### config.mk
export PLATFORM = sky130hd
export DESIGN_NAME = mrc_queue
export DESIGN_NICKNAME = d
export VERILOG_FILES = /design/src/rtl/mrc_pkg.sv /design/src/rtl/mrc_queue.sv
export SDC_FILE = /design/constraint.sdc
export NUM_CORES = 1
export LEC_CHECK = 0
export BUFFER_PORTS_ARGS = -buffer_cell sky130_fd_sc_hd__buf_4
export CORE_AREA = 2 2 299 183
export DETAILED_ROUTE_END_ITERATION = 7
export DIE_AREA = 0 0 301 185
export GPL_TIMING_DRIVEN = 0
export SLEW_MARGIN = 20
export SYNTH_ARGS = -nofsm -noshare
export SYNTH_HDL_FRONTEND = slang
export SYNTH_SLANG_ARGS = --single-unit
export TNS_END_PERCENT = 100
### constraint.sdc
create_clock -name clk -period 5.7 [get_ports clk]
set_clock_uncertainty 0.2 [all_clocks]
set_input_delay 0.57 -clock clk [delete_from_list [all_inputs] [get_ports clk]]
set_output_delay 0.57 -clock clk [all_outputs]
set_load 0.05 [all_outputs]
### src/rtl/mrc_pkg.sv
// ----------------------------------------------------------------------------
// mrc_pkg
// Shared types and constants for the multimeter reading converter.
// ----------------------------------------------------------------------------
package mrc_pkg;

    // Widths sized for the widest supported ADC (16 bits)
    localparam int CODE_W  = 16;   // extended ADC code
    localparam int DIFF_W  = 17;   // signed code difference
    localparam int MAG_W   = 43;   // numerator magnitude
    localparam int K_W     = 34;   // scale factor (register, times 1000 for RES and CUR)
    localparam int DEN_W   = 43;   // denominator magnitude
    localparam int NUM_W   = 77;   // full numerator product
    localparam int QBITS   = 47;   // quotient bits below saturation
    localparam int SH_W    = DEN_W + QBITS;
    localparam int READ_W  = 48;
    localparam int TEMP_W  = 18;
    localparam int CFG_IDX_W = 3;
    localparam int CFG_DATA_W = 32;
    localparam int QDEPTH  = 4;

    localparam logic [QBITS-1:0] Q_MAX = {QBITS{1'b1}};

    // Measurement modes
    localparam logic [2:0] MODE_TEMP = 3'd1;
    localparam logic [2:0] MODE_VOLT = 3'd2;
    localparam logic [2:0] MODE_CAP  = 3'd3;
    localparam logic [2:0] MODE_RES  = 3'd4;
    localparam logic [2:0] MODE_CUR  = 3'd5;

    // Configuration register indexes
    localparam logic [CFG_IDX_W-1:0] REG_REF_UV  = 3'd0;
    localparam logic [CFG_IDX_W-1:0] REG_FULL    = 3'd1;
    localparam logic [CFG_IDX_W-1:0] REG_R_TOP   = 3'd2;
    localparam logic [CFG_IDX_W-1:0] REG_R_BOT   = 3'd3;
    localparam logic [CFG_IDX_W-1:0] REG_R_REF   = 3'd4;
    localparam logic [CFG_IDX_W-1:0] REG_R_SHUNT = 3'd5;
    localparam logic [CFG_IDX_W-1:0] REG_CAP_PF  = 3'd6;

    typedef struct packed {
        logic [23:0] ref_uv;
        logic [15:0] full_code;
        logic [23:0] r_top;
        logic [23:0] r_bot;
        logic [23:0] r_ref;
        logic [23:0] r_shunt;
        logic [31:0] cap_pf;
    } cfg_t;

    // One division job handed from front to back
    typedef struct packed {
        logic [NUM_W-1:0] num;
        logic [DEN_W-1:0] den;
        logic             neg;
        logic             fault;
        logic [2:0]       mode;
    } job_t;

endpackage

### src/rtl/mrc_queue.sv
// ----------------------------------------------------------------------------
// mrc_queue
// Short job queue between the front and the divider back end.
// ----------------------------------------------------------------------------
module mrc_queue (
    input  logic          clk,
    input  logic          rst_n,
    input  logic          push,
    input  mrc_pkg::job_t push_job,
    input  logic          pop,
    output mrc_pkg::job_t head,
    output logic          full,
    output logic          nonempty
);
    import mrc_pkg::*;

    localparam int PTR_W = $clog2(QDEPTH);

    job_t             slot_reg [QDEPTH];
    logic [PTR_W-1:0] wr_ptr_reg, rd_ptr_reg;
    logic [PTR_W:0]   count_reg;

    assign head     = slot_reg[rd_ptr_reg];
    assign full     = (count_reg == (PTR_W + 1)'(QDEPTH));
    assign nonempty = (count_reg != '0);

    // Store incoming job
    always_ff @(posedge clk)
    begin
        if (push)
            slot_reg[wr_ptr_reg] <= push_job;
    end

    // Track pointers and fill level
    always_ff @(posedge clk or negedge rst_n)
    begin
        if (!rst_n)
        begin
            wr_ptr_reg <= '0;
            rd_ptr_reg <= '0;
            count_reg  <= '0;
        end
        else
        begin
            if (push)
                wr_ptr_reg <= wr_ptr_reg + 1'b1;
            if (pop)
                rd_ptr_reg <= rd_ptr_reg + 1'b1;
            if (push && !pop)
                count_reg <= count_reg + 1'b1;
            else if (pop && !push)
                count_reg <= count_reg - 1'b1;
        end
    end

endmodule

==> qor.yml <==
worst_setup_path:
  end_kind: "output port"
  crit_family: "buffers and inverters"
  path_buf_inv: 3
  r2r-start: "wr_ptr_reg[0]$_DFFE_PN0P_"
  critical_path.slowest_cell: "clkbuf_1"
  worst-path-stages: 4
  cp_cell_sequence: "buf_2 > clkbuf_1 > mux4_2 > buf_4"
  critical_path_class: "register to output port"
  critPathArrivalTime_ns: 2.52
  r2r_cells: 4
  cpPeakStageDelay_ns: 0.75
  rr_endpoint: "slot_reg[2][80]$_DFFE_PP_"
  crit_path_end: "head[58]"
  cp.required_ns: 4.93
  timing.critical_path.from: "rd_ptr_reg[1]$_DFFE_PN0P_"
  ff2ff_setup_slack_ns: 3.45
  crit_fanout: 10
  cp-start-kind: "register"
power_and_ir_drop:
  powerDensity_nw_per_um2: 564.8
  p_sw_mw: 5.198
  p_leak_nw: 8.231
  peakVddDrop_v: 0.0003613
  seqPwrFrac_pct: 36.7
  p_comb_share_pct: 42.0
  internal_power_mw: 8.434
  total_power_mw: 13.63
  clockPowerShare_pct: 21.3
  switching_share_pct: 38.13
placed_design:
  place_congestion: 0.6677
  place_area_um2: 21470
  dp_cells: 1666
  port_buffers: 255
  dp_hpwl_mm: 23.20
  dp_slack_ns: 2.842
logic_synthesis:
  yosys-top-cells-area: "edfxtp_1, mux4_2, dfrtp_1"
  syn_area_per_cell_um2: 26.76
  syn_area_um2: 18390
  ys_types: 19
  synthArstFlopShare_pct: 1.381
  synthFlopType: "edfxtp_1"
  ys_seq_area_share_pct: 82.61
  syn_inst: 687
  synth-seq-cells: 507
  ys_warn_count: 0
  synth-edff-count: 500
  synth_nets: 822
  synth_top_area_cell: "edfxtp_1"
  synth_top_area_share_pct: 81.66
global_routing:
  grt_max_degree: 45
  grtUsageTotal_pct: 13.40
  grt_pass1_vias: 9443
  grt_first_pass_wirelength_mm: 56.52
  antenna_found_initial: 1
  grt_overflow: 0
hold_path:
  hp-class: "input port to register"
  worstHoldStart: "push_job[68]"
clock_tree:
  post_cts_buffers: 0
  numCtsBuffers: 47
  clk_pin_slew_ns: 0.06
  clock_latency_ns: 0.56
  clk_path_buf_depth: 3
  cts_tree: "done"
  htreeDepth: 2
  cts_root_buf: "clkbuf_16"
  cts.sinks: 507
floorplan:
  core_um2: 53260
  start_util_pct: 34.52
  ioPinCount: 256
  rows: 66
  die_w_um: 301
  die_h_um: 185
  die_area_um2: 55690
sta:
  rsz0062_at_grt: "false"
  max_clock_freq_ghz: 0.3043
  tightestPinTransition_ns: 0.9588
  period_minus_slack_ns: 3.286
  setup-violations-final: 0
  fin_crit_sh_pct: 57.64
  whs_ns: 0.04076
  slew_viol_final: 0
  slew_headroom_pct: 36.08
  final-hold-violation-count: 0
  worst_slack_ns: 2.414
final_layout:
  drive_gt1_share_pct: 41.09
  final_nets: 1262
  fin_cells: 1875
  largest_reg_flops: 500
  synthToLayoutAreaGrowth_pct: 31.28
  num_antenna_cells: 0
  final_area_um2: 24140
status:
  status: "finished clean"
drt:
  num_vias: 8712
  drtAntennaViolNets: 0
  routed_wl_mm: 37.80
  drt_iter0_markers: 526
  drc_errors: 0
  first_pass_iters: 4
  vias_per_cell: 4.646
  wl_per_cell_um: 20.16
job:
  drv_cap: 0
## per-stage QoR
step / setup TNS, ns / util, %
after floorplan: 0 / -
after global placement: -515.04 / 39.79
after detailed placement: 0 / 40.31
after CTS: 0 / 45.30
after global routing: 0 / 45.32
final: 0 / 45.32
## cells in the final DEF (no fill, tap or decap), types with 2 or more instances in the layout
| master | netlist | routed |
|---|---|---|
| clkinv_4 | 0 | 2 |
| dfrtp_1 | 7 | 7 |
| inv_1 | 4 | 4 |
| buf_16 | 0 | 9 |
| clkinvlp_4 | 0 | 3 |
| clkinv_2 | 0 | 5 |
| dlygate4sd3_1 | 0 | 126 |
| clkbuf_1 | 7 | 17 |
| buf_4 | 1 | 256 |
| buf_2 | 15 | 15 |
| edfxtp_1 | 500 | 500 |
| clkinv_1 | 0 | 12 |
| and2_4 | 0 | 4 |
| clkbuf_16 | 0 | 48 |
| nand2_1 | 2 | 2 |
| mux4_2 | 125 | 125 |
| ha_1 | 5 | 5 |
| xnor2_1 | 2 | 2 |
| buf_6 | 5 | 5 |
| xor2_1 | 4 | 4 |
## area by class of cell
cell class / instances / area, um2
inverter: 4 / 15.01
fill: 4495 / 29130
clock buffer: 58 / 1239
multi-input combinational: 148 / 3027
sequential: 507 / 15190
timing repair buffer: 391 / 3443
tap: 714 / 893.4
buffer: 28 / 165.2
clock inverter: 25 / 165.2
## cells by family (layout without fill, tap and decap cells)
| family | Yosys count | in the layout | share of synthesized area, % |
|---|---|---|---|
| AOI/OAI and AO/OA | 1 | 1 | 0.02719 |
| xor gates and xnor gates | 6 | 6 | 0.2858 |
| adders and majority gates | 6 | 6 | 0.4491 |
| buffers and inverters | 32 | 506 | 0.9799 |
| DFF | 507 | 507 | 82.61 |
| muxes | 126 | 126 | 15.37 |
| and+or+nand+nor | 9 | 9 | 0.2722 |
## power by group through the flow
stage | clock network, mW | registers (mW) | logic, mW
after floorplan | 0 | 5.13 | 3.97
after global placement | 0 | 5.25 | 5.63
after detailed placement | 0 | 5.09 | 5.79
after CTS | 3.00 | 5.01 | 5.87
after global routing | 3.16 | 5.06 | 6.04
final | 2.90 | 5.01 | 5.72
## how the worst min path moves through the flow
stage / to / slack [ns] / depth (start not counted)
after detailed placement: count_reg[2]$_DFFE_PN0P_ / 0.19 / 1
after floorplan: count_reg[0]$_DFFE_PN0P_ / 0.07 / 0
after CTS: slot_reg[0][65]$_DFFE_PP_ / 0.0004 / 1
after global placement: count_reg[2]$_DFFE_PN0P_ / 0.19 / 1
after global routing: slot_reg[0][68]$_DFFE_PP_ / 0.00001 / 1
final: slot_reg[0][68]$_DFFE_PP_ / 0.04 / 1
## cells in the mapped netlist (2+ instances only)
cell,n
and2_1,4
buf_2,15
buf_6,5
clkbuf_1,7
dfrtp_1,7
edfxtp_1,500
ha_1,5
inv_1,4
mux4_2,125
nand2_1,2
xnor2_1,2
xor2_1,4
## metal layers
layer / GRT usage, % / part of all wire, %
met1: 18.32 / 45
met2: 21.98 / 49
met3: 3.261 / 4.9
met4: 2.687 / 1.6
met5: 0 / 0
## repair_timing
| item | 4_1_cts | 5_1_grt |
|---|---|---|
| gates resized for setup | 0 | 0 |
| endpoints found under the hold margin | 496 | 1 |
| hold buffers | 125 | 1 |
Power figures use the tool's default switching activity.
